$ cat src/rtl/aob_pkg.sv
// shared types and constants of the additive oscillator bank
// no dependencies
package aob_pkg;

  localparam logic [1:0] REQ_TICK   = 2'd0;
  localparam logic [1:0] REQ_ADD    = 2'd1;
  localparam logic [1:0] REQ_REMOVE = 2'd2;
  localparam logic [1:0] REQ_CLEAR  = 2'd3;

  localparam logic [1:0] WAVE_SINE   = 2'd0;
  localparam logic [1:0] WAVE_SQUARE = 2'd1;
  localparam logic [1:0] WAVE_SAW    = 2'd2;

  localparam logic [1:0] STAT_DONE    = 2'd0;
  localparam logic [1:0] STAT_DUP     = 2'd1;
  localparam logic [1:0] STAT_FULL    = 2'd2;
  localparam logic [1:0] STAT_MISSING = 2'd3;

  // sine polynomial coefficients
  localparam logic [11:0] POLY_C3 = 12'd2383;
  localparam logic [14:0] POLY_C2 = 15'd21078;
  localparam logic [15:0] POLY_C1 = 16'd51471;
  localparam logic [16:0] HALF_TURN = 17'd32768;
  localparam logic [14:0] SINE_MAX = 15'd32767;

  typedef struct packed {
    logic        active;
    logic [1:0]  kind;
    logic [31:0] incr;
    logic [14:0] level;
    logic [31:0] phase;
  } voice_t;

endpackage

$ cat src/rtl/aob_cell.sv
// one voice slot of the rotating voice ring
// depends on aob_pkg
module aob_cell (
  input  logic            clk,
  input  logic            rst_n,
  input  logic            shift_en,
  input  logic            clear,
  input  aob_pkg::voice_t d,
  output aob_pkg::voice_t q
);

  logic active_r;
  logic [1:0] kind_r;
  logic [31:0] incr_r;
  logic [14:0] level_r;
  logic [31:0] phase_r;

  always_ff @(posedge clk) begin
    if (!rst_n) begin
      active_r <= 1'b0;
    end else if (clear) begin
      active_r <= 1'b0;
    end else if (shift_en) begin
      active_r <= d.active;
    end
  end

  always_ff @(posedge clk) begin
    if (shift_en) begin
      kind_r  <= d.kind;
      incr_r  <= d.incr;
      level_r <= d.level;
      phase_r <= d.phase;
    end
  end

  assign q = '{active: active_r, kind: kind_r, incr: incr_r, level: level_r, phase: phase_r};

endmodule

$ cat src/rtl/aob_voice_eval.sv
// pipelined voice evaluation (sine polynomial, scaling) and mix accumulator
// depends on aob_pkg
module aob_voice_eval #(
  parameter int SINE_TABLE_BITS = 10,
  parameter int SUM_W = 20,
  parameter int CNT_W = 5
) (
  input  logic                    clk,
  input  logic                    rst_n,
  input  logic                    clr,
  input  logic                    in_vld,
  input  aob_pkg::voice_t         vin,
  output logic signed [SUM_W-1:0] sum,
  output logic [CNT_W-1:0]        count,
  output logic                    busy
);

  localparam int POS_W = SINE_TABLE_BITS - 2;

  // stage 1
  logic        v1_r;
  logic [1:0]  quad1_r, kind1_r;
  logic [14:0] lvl1_r;
  logic [15:0] saw1_r;
  logic [16:0] x1_r;
  logic [15:0] x21_r;
  logic [16:0] x_base, x_nxt;
  logic [33:0] xx;

  assign x_base = {2'b00, vin.phase[29 -: POS_W], {(17 - SINE_TABLE_BITS){1'b0}}};
  assign x_nxt  = vin.phase[30] ? (aob_pkg::HALF_TURN - x_base) : x_base;
  assign xx     = x_nxt * x_nxt;

  always_ff @(posedge clk) begin
    if (!rst_n) begin
      v1_r <= 1'b0;
    end else begin
      v1_r <= in_vld;
    end
  end

  always_ff @(posedge clk) begin
    quad1_r <= vin.phase[31:30];
    kind1_r <= vin.kind;
    lvl1_r  <= vin.level;
    saw1_r  <= vin.phase[31:16];
    x1_r    <= x_nxt;
    x21_r   <= xx[30:15];
  end

  // stage 2
  logic        v2_r;
  logic [1:0]  quad2_r, kind2_r;
  logic [14:0] lvl2_r;
  logic [15:0] saw2_r;
  logic [16:0] x2s_r;
  logic [15:0] x22_r;
  logic [14:0] t2_r;
  logic [27:0] p2;
  logic [14:0] t2_nxt;

  assign p2     = aob_pkg::POLY_C3 * x21_r;
  assign t2_nxt = aob_pkg::POLY_C2 - 15'(p2[27:15]);

  always_ff @(posedge clk) begin
    if (!rst_n) begin
      v2_r <= 1'b0;
    end else begin
      v2_r <= v1_r;
    end
  end

  always_ff @(posedge clk) begin
    quad2_r <= quad1_r;
    kind2_r <= kind1_r;
    lvl2_r  <= lvl1_r;
    saw2_r  <= saw1_r;
    x2s_r   <= x1_r;
    x22_r   <= x21_r;
    t2_r    <= t2_nxt;
  end

  // stage 3
  logic        v3_r;
  logic [1:0]  quad3_r, kind3_r;
  logic [14:0] lvl3_r;
  logic [15:0] saw3_r;
  logic [16:0] x3_r;
  logic [15:0] t3_r;
  logic [30:0] p3;
  logic [15:0] t3_nxt;

  assign p3     = t2_r * x22_r;
  assign t3_nxt = aob_pkg::POLY_C1 - p3[30:15];

  always_ff @(posedge clk) begin
    if (!rst_n) begin
      v3_r <= 1'b0;
    end else begin
      v3_r <= v2_r;
    end
  end

  always_ff @(posedge clk) begin
    quad3_r <= quad2_r;
    kind3_r <= kind2_r;
    lvl3_r  <= lvl2_r;
    saw3_r  <= saw2_r;
    x3_r    <= x2s_r;
    t3_r    <= t3_nxt;
  end

  // stage 4: sine magnitude with clamp
  logic        v4_r;
  logic [1:0]  quad4_r, kind4_r;
  logic [14:0] lvl4_r;
  logic [15:0] saw4_r;
  logic [14:0] y4_r;
  logic [32:0] p4;
  logic [14:0] y4_nxt;

  assign p4     = t3_r * x3_r;
  assign y4_nxt = (p4[32:15] > 18'(aob_pkg::SINE_MAX)) ? aob_pkg::SINE_MAX : p4[29:15];

  always_ff @(posedge clk) begin
    if (!rst_n) begin
      v4_r <= 1'b0;
    end else begin
      v4_r <= v3_r;
    end
  end

  always_ff @(posedge clk) begin
    quad4_r <= quad3_r;
    kind4_r <= kind3_r;
    lvl4_r  <= lvl3_r;
    saw4_r  <= saw3_r;
    y4_r    <= y4_nxt;
  end

  // stage 5: waveform select and level scaling
  logic        v5_r;
  logic        neg5_r;
  logic [15:0] val5_r;
  logic [15:0] mag5, saw_mag;
  logic [30:0] p5;
  logic        neg5_nxt;
  logic [15:0] val5_nxt;

  assign saw_mag = saw4_r[15] ? (16'd0 - saw4_r) : saw4_r;
  assign mag5    = (kind4_r == aob_pkg::WAVE_SAW) ? saw_mag : {1'b0, y4_r};
  assign p5      = mag5 * lvl4_r;

  always_comb begin
    case (kind4_r)
      aob_pkg::WAVE_SINE: begin
        neg5_nxt = quad4_r[1];
        val5_nxt = p5[30:15];
      end
      aob_pkg::WAVE_SQUARE: begin
        neg5_nxt = quad4_r[1] && (y4_r != 15'd0);
        val5_nxt = {1'b0, lvl4_r};
      end
      aob_pkg::WAVE_SAW: begin
        neg5_nxt = saw4_r[15];
        val5_nxt = p5[30:15];
      end
      default: begin
        neg5_nxt = 1'b0;
        val5_nxt = 16'd0;
      end
    endcase
  end

  always_ff @(posedge clk) begin
    if (!rst_n) begin
      v5_r <= 1'b0;
    end else begin
      v5_r <= v4_r;
    end
  end

  always_ff @(posedge clk) begin
    neg5_r <= neg5_nxt;
    val5_r <= val5_nxt;
  end

  // accumulator
  logic signed [SUM_W-1:0] sum_r;
  logic [CNT_W-1:0] count_r;
  logic signed [SUM_W-1:0] term;

  assign term = neg5_r ? -$signed(SUM_W'(val5_r)) : $signed(SUM_W'(val5_r));

  always_ff @(posedge clk) begin
    if (!rst_n) begin
      sum_r   <= '0;
      count_r <= '0;
    end else if (clr) begin
      sum_r   <= '0;
      count_r <= '0;
    end else begin
      if (v5_r) begin
        sum_r <= sum_r + term;
      end
      if (in_vld) begin
        count_r <= count_r + 1'b1;
      end
    end
  end

  assign sum   = sum_r;
  assign count = count_r;
  assign busy  = v1_r | v2_r | v3_r | v4_r | v5_r;

endmodule

$ cat src/rtl/aob_divider.sv
// restoring divider, one quotient bit per cycle
// no dependencies
module aob_divider #(
  parameter int NUM_W = 19,
  parameter int DEN_W = 5
) (
  input  logic             clk,
  input  logic             rst_n,
  input  logic             start,
  input  logic [NUM_W-1:0] num,
  input  logic [DEN_W-1:0] den,
  output logic             done,
  output logic [NUM_W-1:0] quo
);

  localparam int STEP_W = $clog2(NUM_W + 1);

  logic [NUM_W-1:0] quo_r;
  logic [DEN_W-1:0] rem_r, den_r;
  logic [STEP_W-1:0] step_r;
  logic busy_r, done_r;
  logic [DEN_W:0] rem_sh;
  logic ge;

  assign rem_sh = {rem_r, quo_r[NUM_W-1]};
  assign ge     = rem_sh >= {1'b0, den_r};

  always_ff @(posedge clk) begin
    if (!rst_n) begin
      busy_r <= 1'b0;
      done_r <= 1'b0;
      step_r <= '0;
    end else begin
      done_r <= 1'b0;
      if (start) begin
        busy_r <= 1'b1;
        step_r <= '0;
      end else if (busy_r) begin
        step_r <= step_r + 1'b1;
        if (step_r == STEP_W'(NUM_W - 1)) begin
          busy_r <= 1'b0;
          done_r <= 1'b1;
        end
      end
    end
  end

  always_ff @(posedge clk) begin
    if (start) begin
      quo_r <= num;
      rem_r <= '0;
      den_r <= den;
    end else if (busy_r) begin
      quo_r <= {quo_r[NUM_W-2:0], ge};
      rem_r <= ge ? DEN_W'(rem_sh - {1'b0, den_r}) : rem_sh[DEN_W-1:0];
    end
  end

  assign done = done_r;
  assign quo  = quo_r;

endmodule

$ cat src/rtl/additive_oscillator_bank.sv
// additive oscillator bank: ring of voice cells, evaluation pipeline, divider
// depends on aob_pkg, aob_cell, aob_voice_eval, aob_divider
// tick: ring pass over all voices, pipeline drain, one divide step per quotient bit;
//   no divide with no active voice; add: scan, then write if a slot is free and new;
//   remove: scan pass; clear: no pass; one request in flight, next accepted with result
// reset empties the voice table; no clearing pass is needed
module additive_oscillator_bank #(
  parameter int VOICES = 16,
  parameter int SINE_TABLE_BITS = 10
) (
  input  logic               clk,
  input  logic               rst_n,
  input  logic               in_valid,
  output logic               in_ready,
  input  logic [1:0]         in_req_type,
  input  logic [1:0]         in_wave_kind,
  input  logic [31:0]        in_tuning_word,
  input  logic [14:0]        in_amplitude,
  output logic               out_valid,
  input  logic               out_ready,
  output logic signed [15:0] out_sample,
  output logic [1:0]         out_status
);

  localparam int STEP_W = (VOICES > 1) ? $clog2(VOICES) : 1;
  localparam int MAG_W  = 15 + $clog2(VOICES);
  localparam int SUM_W  = MAG_W + 1;
  localparam int CNT_W  = $clog2(VOICES + 1);

  typedef enum logic [5:0] {
    S_IDLE  = 6'b000001,
    S_SCAN  = 6'b000010,
    S_WRITE = 6'b000100,
    S_DRAIN = 6'b001000,
    S_DIV   = 6'b010000,
    S_FIN   = 6'b100000
  } state_t;

  state_t state_r;
  logic [1:0]  req_r, kind_r;
  logic [31:0] word_r;
  logic [14:0] level_r;
  logic [STEP_W-1:0] step_r, free_step_r;
  logic dup_r, found_r, free_r;
  logic signed [15:0] res_sample_r;
  logic [1:0] res_status_r;
  logic out_valid_r;
  logic signed [15:0] out_sample_r;
  logic [1:0] out_status_r;

  aob_pkg::voice_t chain [VOICES];
  aob_pkg::voice_t tail, fb;
  logic shift_en, clear_all, accept, last_step, match;
  logic dup_nxt, found_nxt, free_nxt;
  logic [STEP_W-1:0] free_step_nxt;

  assign accept    = in_valid && in_ready;
  assign in_ready  = (state_r == S_IDLE);
  assign shift_en  = (state_r == S_SCAN) || (state_r == S_WRITE);
  assign clear_all = accept && (in_req_type == aob_pkg::REQ_CLEAR);
  assign tail      = chain[VOICES-1];
  assign last_step = (step_r == STEP_W'(VOICES - 1));
  assign match     = tail.active && (tail.incr == word_r);

  for (genvar i = 0; i < VOICES; i++) begin : g_cell
    if (i == 0) begin : g_head
      aob_cell u_cell (.clk(clk), .rst_n(rst_n), .shift_en(shift_en), .clear(clear_all),
                       .d(fb), .q(chain[i]));
    end else begin : g_body
      aob_cell u_cell (.clk(clk), .rst_n(rst_n), .shift_en(shift_en), .clear(clear_all),
                       .d(chain[i-1]), .q(chain[i]));
    end
  end

  // feedback from the tail of the ring into the head
  always_comb begin
    fb            = tail;
    dup_nxt       = dup_r;
    found_nxt     = found_r;
    free_nxt      = free_r;
    free_step_nxt = free_step_r;
    if (state_r == S_SCAN) begin
      case (req_r)
        aob_pkg::REQ_TICK: begin
          if (tail.active) begin
            fb.phase = tail.phase + tail.incr;
          end
        end
        aob_pkg::REQ_ADD: begin
          if (match) begin
            dup_nxt = 1'b1;
          end
          // ring presents voices in descending slot order, so the last free one is lowest
          if (!tail.active) begin
            free_nxt      = 1'b1;
            free_step_nxt = step_r;
          end
        end
        aob_pkg::REQ_REMOVE: begin
          if (match) begin
            fb.active = 1'b0;
            found_nxt = 1'b1;
          end
        end
        default: begin
        end
      endcase
    end else if (state_r == S_WRITE && step_r == free_step_r) begin
      fb = '{active: 1'b1, kind: kind_r, incr: word_r, level: level_r, phase: 32'd0};
    end
  end

  logic eval_vld, eval_busy;
  logic signed [SUM_W-1:0] mix_sum;
  logic [CNT_W-1:0] mix_cnt;

  assign eval_vld = (state_r == S_SCAN) && (req_r == aob_pkg::REQ_TICK) && tail.active;

  aob_voice_eval #(
    .SINE_TABLE_BITS(SINE_TABLE_BITS),
    .SUM_W(SUM_W),
    .CNT_W(CNT_W)
  ) u_eval (
    .clk(clk),
    .rst_n(rst_n),
    .clr(accept),
    .in_vld(eval_vld),
    .vin(tail),
    .sum(mix_sum),
    .count(mix_cnt),
    .busy(eval_busy)
  );

  logic div_start, div_done;
  logic [MAG_W-1:0] sum_mag, quo;

  assign sum_mag   = mix_sum[SUM_W-1] ? MAG_W'(-mix_sum) : MAG_W'(mix_sum);
  assign div_start = (state_r == S_DRAIN) && !eval_busy && (mix_cnt != '0);

  aob_divider #(
    .NUM_W(MAG_W),
    .DEN_W(CNT_W)
  ) u_div (
    .clk(clk),
    .rst_n(rst_n),
    .start(div_start),
    .num(sum_mag),
    .den(mix_cnt),
    .done(div_done),
    .quo(quo)
  );

  always_ff @(posedge clk) begin
    if (!rst_n) begin
      state_r     <= S_IDLE;
      out_valid_r <= 1'b0;
    end else begin
      if (state_r == S_FIN && (!out_valid_r || out_ready)) begin
        out_valid_r <= 1'b1;
      end else if (out_valid_r && out_ready) begin
        out_valid_r <= 1'b0;
      end
      case (state_r)
        S_IDLE: begin
          if (accept) begin
            state_r <= (in_req_type == aob_pkg::REQ_CLEAR) ? S_FIN : S_SCAN;
          end
        end
        S_SCAN: begin
          if (last_step) begin
            case (req_r)
              aob_pkg::REQ_TICK: state_r <= S_DRAIN;
              aob_pkg::REQ_ADD:  state_r <= (dup_nxt || !free_nxt) ? S_FIN : S_WRITE;
              default:           state_r <= S_FIN;
            endcase
          end
        end
        S_WRITE: begin
          if (last_step) begin
            state_r <= S_FIN;
          end
        end
        S_DRAIN: begin
          if (!eval_busy) begin
            state_r <= (mix_cnt != '0) ? S_DIV : S_FIN;
          end
        end
        S_DIV: begin
          if (div_done) begin
            state_r <= S_FIN;
          end
        end
        S_FIN: begin
          if (!out_valid_r || out_ready) begin
            state_r <= S_IDLE;
          end
        end
        default: state_r <= S_IDLE;
      endcase
    end
  end

  always_ff @(posedge clk) begin
    if (accept) begin
      req_r        <= in_req_type;
      kind_r       <= in_wave_kind;
      word_r       <= in_tuning_word;
      level_r      <= in_amplitude;
      step_r       <= '0;
      dup_r        <= 1'b0;
      found_r      <= 1'b0;
      free_r       <= 1'b0;
      free_step_r  <= '0;
      res_sample_r <= '0;
      res_status_r <= aob_pkg::STAT_DONE;
    end else begin
      if (shift_en) begin
        step_r <= last_step ? '0 : step_r + 1'b1;
      end
      if (state_r == S_SCAN) begin
        dup_r       <= dup_nxt;
        found_r     <= found_nxt;
        free_r      <= free_nxt;
        free_step_r <= free_step_nxt;
        if (last_step) begin
          if (req_r == aob_pkg::REQ_ADD) begin
            res_status_r <= dup_nxt ? aob_pkg::STAT_DUP
                          : (!free_nxt ? aob_pkg::STAT_FULL : aob_pkg::STAT_DONE);
          end else if (req_r == aob_pkg::REQ_REMOVE && !found_nxt) begin
            res_status_r <= aob_pkg::STAT_MISSING;
          end
        end
      end
      if (state_r == S_DIV && div_done) begin
        res_sample_r <= mix_sum[SUM_W-1] ? -$signed(16'(quo)) : $signed(16'(quo));
      end
    end
    if (state_r == S_FIN && (!out_valid_r || out_ready)) begin
      out_sample_r <= res_sample_r;
      out_status_r <= res_status_r;
    end
  end

  assign out_valid  = out_valid_r;
  assign out_sample = out_sample_r;
  assign out_status = out_status_r;

endmodule
$ cat config.mk
export PLATFORM = sky130hd
export DESIGN_NAME = additive_oscillator_bank
export DESIGN_NICKNAME = d
export VERILOG_FILES = /design/src/rtl/aob_pkg.sv /design/src/rtl/aob_cell.sv /design/src/rtl/aob_voice_eval.sv /design/src/rtl/aob_divider.sv /design/src/rtl/additive_oscillator_bank.sv
export SDC_FILE = /design/constraint.sdc
export NUM_CORES = 2
export LEC_CHECK = 0
export ABC_AREA = 0
export BUFFER_PORTS_ARGS = -buffer_cell sky130_fd_sc_hd__clkbuf_2
export CAP_MARGIN = 10
export CORE_UTILIZATION = 40
export DETAILED_ROUTE_END_ITERATION = 12
export PLACE_DENSITY = 0.63
export RECOVER_POWER = 100
export REMOVE_ABC_BUFFERS = 1
export SLEW_MARGIN = 20
export SYNTH_ARGS = -nofsm -noshare
export SYNTH_HDL_FRONTEND = slang
export SYNTH_SLANG_ARGS = --single-unit
$ cat constraint.sdc
create_clock -name clk -period 52.9 [get_ports clk]
set_input_delay 10.58 -clock clk [delete_from_list [all_inputs] [get_ports clk]]
set_output_delay 10.58 -clock clk [all_outputs]
set_load 0.1 [all_outputs]
==> results.rst <==
.. list-table::
   :header-rows: 1

   * - Metric
     - Value
   * - H-tree depth reported by CTS
     - 4
   * - Number of setup violations in the final report
     - 0
   * - Number of standard cells after synthesis
     - 5895
   * - Yosys Warn Count
     - 0
   * - Top flip-flop cell by instance count after synthesis
     - sky130_fd_sc_hd__edfxtp_1
   * - Number of enable flip-flop cells after synthesis
     - 1389
   * - Clock insertion delay at the later pin of the skew report
     - 0.81 ns
   * - Final critical delay including setup and external delays
     - 20.39 ns
   * - Slew Viols, Final
     - 1521
   * - Share of flip-flops with an asynchronous set or reset after synthesis
     - 0%
   * - Dominant cells by area after synthesis
     - sky130_fd_sc_hd__edfxtp_1, sky130_fd_sc_hd__fa_1, sky130_fd_sc_hd__dfxtp_1
   * - Most area-hungry cell type in the Yosys netlist
     - sky130_fd_sc_hd__edfxtp_1
   * - Port-buffer cells
     - 74
   * - Fraction of layout instances using a drive strength above 1
     - 6.02%
   * - DP HPWL
     - 94200 um
   * - Routed via count
     - 42.1k
   * - Number of buffers inserted during clock tree synthesis
     - 169
   * - Type of the worst setup path
     - reg -> reg
   * - Remaining global-route overflow
     - 0
   * - Part of the cycle the worst path needs
     - 38.5%
   * - RePlAce Congestion
     - 0.823
   * - Area of the mapped netlist
     - 81800 um2
   * - Router iterations before antenna repair
     - 5
   * - Status
     - finished, violations left
   * - Crit. End Element
     - flop
   * - Worst-case hold slack
     - 0.322 ns
   * - Critical path fanouts, max
     - 149
   * - Count of buffers added by post-CTS timing repair for setup
     - 0
   * - Number of distinct standard cells referenced by the synthesized netlist
     - 90
   * - Count of instances resized after the clock tree is built
     - 0
   * - Worst hold-check path type
     - reg -> reg
   * - Endpoints failing hold
     - 0
   * - Failing checks
     - capacitance limit, slew limit
   * - Area of all sequential standard cells
     - 48600 um2
   * - Crit path arrival time
     - 20.77 ns
   * - Die area
     - 206000 um2
   * - Count of routing violations after the opening detailed-route iteration
     - 2585
   * - Io pins
     - 75
   * - Wire length of the first global-routing pass
     - 229000 um
   * - Height of the die
     - 454 um
   * - Largest buffer count on any clock path
     - 3
   * - Initial core utilization
     - 40.4%
   * - Top cells by count, synth
     - sky130_fd_sc_hd__edfxtp_1, sky130_fd_sc_hd__inv_1, sky130_fd_sc_hd__nand2_1, sky130_fd_sc_hd__fa_1, sky130_fd_sc_hd__ha_1
   * - Final ANT Viol Nets
     - 0
   * - Sink Count
     - 1732
   * - Routed WL per cell
     - 15.5 um
   * - Sequential area share after synthesis
     - 59.4%
   * - CTS tree
     - built
   * - Count of nets after finishing
     - 7136
   * - Setup skew after layout
     - 0.0486 ns
   * - Routed wire length
     - 137000 um
   * - Synthesized area per cell
     - 13.9 um2
   * - Vias per cell
     - 4.76
   * - Required time worst endpoint
     - 53.28 ns
   * - Die X
     - 454 um
   * - Maximum number of pins on one net before global-route repair
     - 218
   * - RSZ-0062 raised after global routing
     - no
   * - Area of the core
     - 203000 um2
   * - Top-area cell type share of the netlist area
     - 51.0%
   * - Clock-pin slew reported for the worst setup and hold paths after clock tree synthesis
     - 0.06 ns
   * - Transition time of the tightest slew-check pin
     - 10.02 ns
   * - Clk Tree Root Cell
     - sky130_fd_sc_hd__clkbuf_16
   * - Drt drc
     - 0
   * - Kind of start point of the critical path
     - flop
   * - Setup TNS after final layout
     - 0 ns
   * - Number of hold-repair buffers added at the cts stage
     - 0
   * - Total GRT Usage
     - 13.8%
   * - Worst slew slack as a fraction of its limit
     - -568%
   * - Standard-cell row count
     - 165
   * - Finished Core Util
     - 44.8%
   * - Post-synthesis register bit count
     - 1732
   * - Total area of multi-input combinational cells
     - 29900 um2
   * - Max Clk Rate
     - 49.1 MHz
   * - Cell with the most instances after synthesis
     - sky130_fd_sc_hd__edfxtp_1
   * - Number of violations of the max-capacitance limit
     - 19
   * - Number of global-route vias before repair
     - 43.5k
   * - Antenna diode count
     - 0
   * - Number of antenna violations at the first check in global routing
     - 0
   * - Fill count
     - 18.0k
   * - Area growth syn-to-layout
     - 10.9%
area by class of cell:
class                   count  area share [%]
flip-flops and latches   1732            53.5
well taps                2672            3.68
repair buffers            114           0.606
clock inverters           108            1.19
clock buffers             207            5.02
inverters                 749            3.10
multi-input cells        3272            32.9
layer usage:
layer | GRT usage [%] | part of all wire, % | routed length [um]
met1 | 19.4 | 48 | 65600
met2 | 22.2 | 47 | 65000
met3 | 1.97 | 2.8 | 3800
met4 | 4.19 | 2.3 | 3130
met5 | 0 | 0 | 0
path summary, 6_finish.rpt:
check / startpoint / end / slack, ns / cells after the start
worst max register to register: state_r[0] / g_cell[0].g_head.u_cell.incr_r[0] / 32.51 / 10
worst max-delay path: state_r[0] / g_cell[0].g_head.u_cell.incr_r[0] / 32.51 / 10
worst min-delay path: u_eval.saw2_r[6] / u_eval.saw3_r[6] / 0.32 / 0
worst min register to register: u_eval.saw2_r[6] / u_eval.saw3_r[6] / 0.32 / 0
placed cells by master, fill, tap and decap left out, types with 26 or more instances in the layout:
cell type,n
sky130_fd_sc_hd__a211oi_1,35
sky130_fd_sc_hd__a21o_1,36
sky130_fd_sc_hd__a21oi_1,134
sky130_fd_sc_hd__and2_1,333
sky130_fd_sc_hd__clkbuf_1,73
sky130_fd_sc_hd__clkbuf_16,174
sky130_fd_sc_hd__clkbuf_2,50
sky130_fd_sc_hd__clkinv_1,26
sky130_fd_sc_hd__clkinv_2,37
sky130_fd_sc_hd__dfxtp_1,343
sky130_fd_sc_hd__edfxtp_1,1389
sky130_fd_sc_hd__fa_1,547
sky130_fd_sc_hd__ha_1,496
sky130_fd_sc_hd__inv_1,746
sky130_fd_sc_hd__mux2i_1,30
sky130_fd_sc_hd__nand2_1,644
sky130_fd_sc_hd__nand2b_1,36
sky130_fd_sc_hd__nand3_1,42
sky130_fd_sc_hd__nor2_1,175
sky130_fd_sc_hd__nor2b_1,33
sky130_fd_sc_hd__nor3_1,35
sky130_fd_sc_hd__o21ai_0,136
sky130_fd_sc_hd__xnor2_1,114
sky130_fd_sc_hd__xor2_1,119
registers in the layout, summed over array words and instances, names as in the netlist, 16 cells and up:
signal	cells
out_sample	16
g_cell.g_head.u_cell.incr_r	32
g_cell.g_body.u_cell.phase_r	480
g_cell.g_body.u_cell.incr_r	480
g_cell.g_head.u_cell.phase_r	32
u_eval.t3_r	16
u_eval.val5_r	16
g_cell.g_body.u_cell.level_r	225
res_sample_r	16
u_eval.sum	20
u_div.quo	19
g_cell.g_body.u_cell.kind_r	30
word_r	32
worst max-delay path, stage by stage (launching register included):
cell	delay (ns)
sky130_fd_sc_hd__dfxtp_1	0.37
sky130_fd_sc_hd__or4_1	0.53
sky130_fd_sc_hd__nor3b_1	0.60
sky130_fd_sc_hd__nor2_1	0.08
sky130_fd_sc_hd__clkbuf_1	0.39
sky130_fd_sc_hd__clkinvlp_2	3.21
sky130_fd_sc_hd__clkbuf_1	2.57
sky130_fd_sc_hd__clkbuf_1	5.33
sky130_fd_sc_hd__clkbuf_1	3.03
sky130_fd_sc_hd__clkbuf_1	1.90
sky130_fd_sc_hd__clkbuf_1	1.57
cells by family (layout without fill, tap and decap cells):
| family | Yosys count | after routing | share of synthesized area, % |
|---|---|---|---|
| other cells | 2 | 15 | 0.00918 |
| compound gates | 519 | 519 | 4.20 |
| flops | 1732 | 1732 | 59.4 |
| buf+inv | 904 | 1178 | 4.16 |
| xor+xnor | 233 | 233 | 2.49 |
| fa+ha+maj | 1043 | 1043 | 21.0 |
| mux | 34 | 34 | 0.431 |
| simple gates | 1428 | 1428 | 8.39 |
stage by stage:
stage / std cells / setup slack [ns] / cell area (um2)
after floorplan: 5753 / 23.50 / 81300
after global placement: 8537 / 40.59 / 85300
after detailed placement: 8537 / 40.57 / 85400
after CTS: 8852 / 39.79 / 91000
after global routing: 8854 / 30.35 / 90800
final: 8854 / 32.51 / 90800
Power is left out: the tool's default activity adds up to more than one toggle a clock period on the data nets, which glitch-free logic cannot reach.
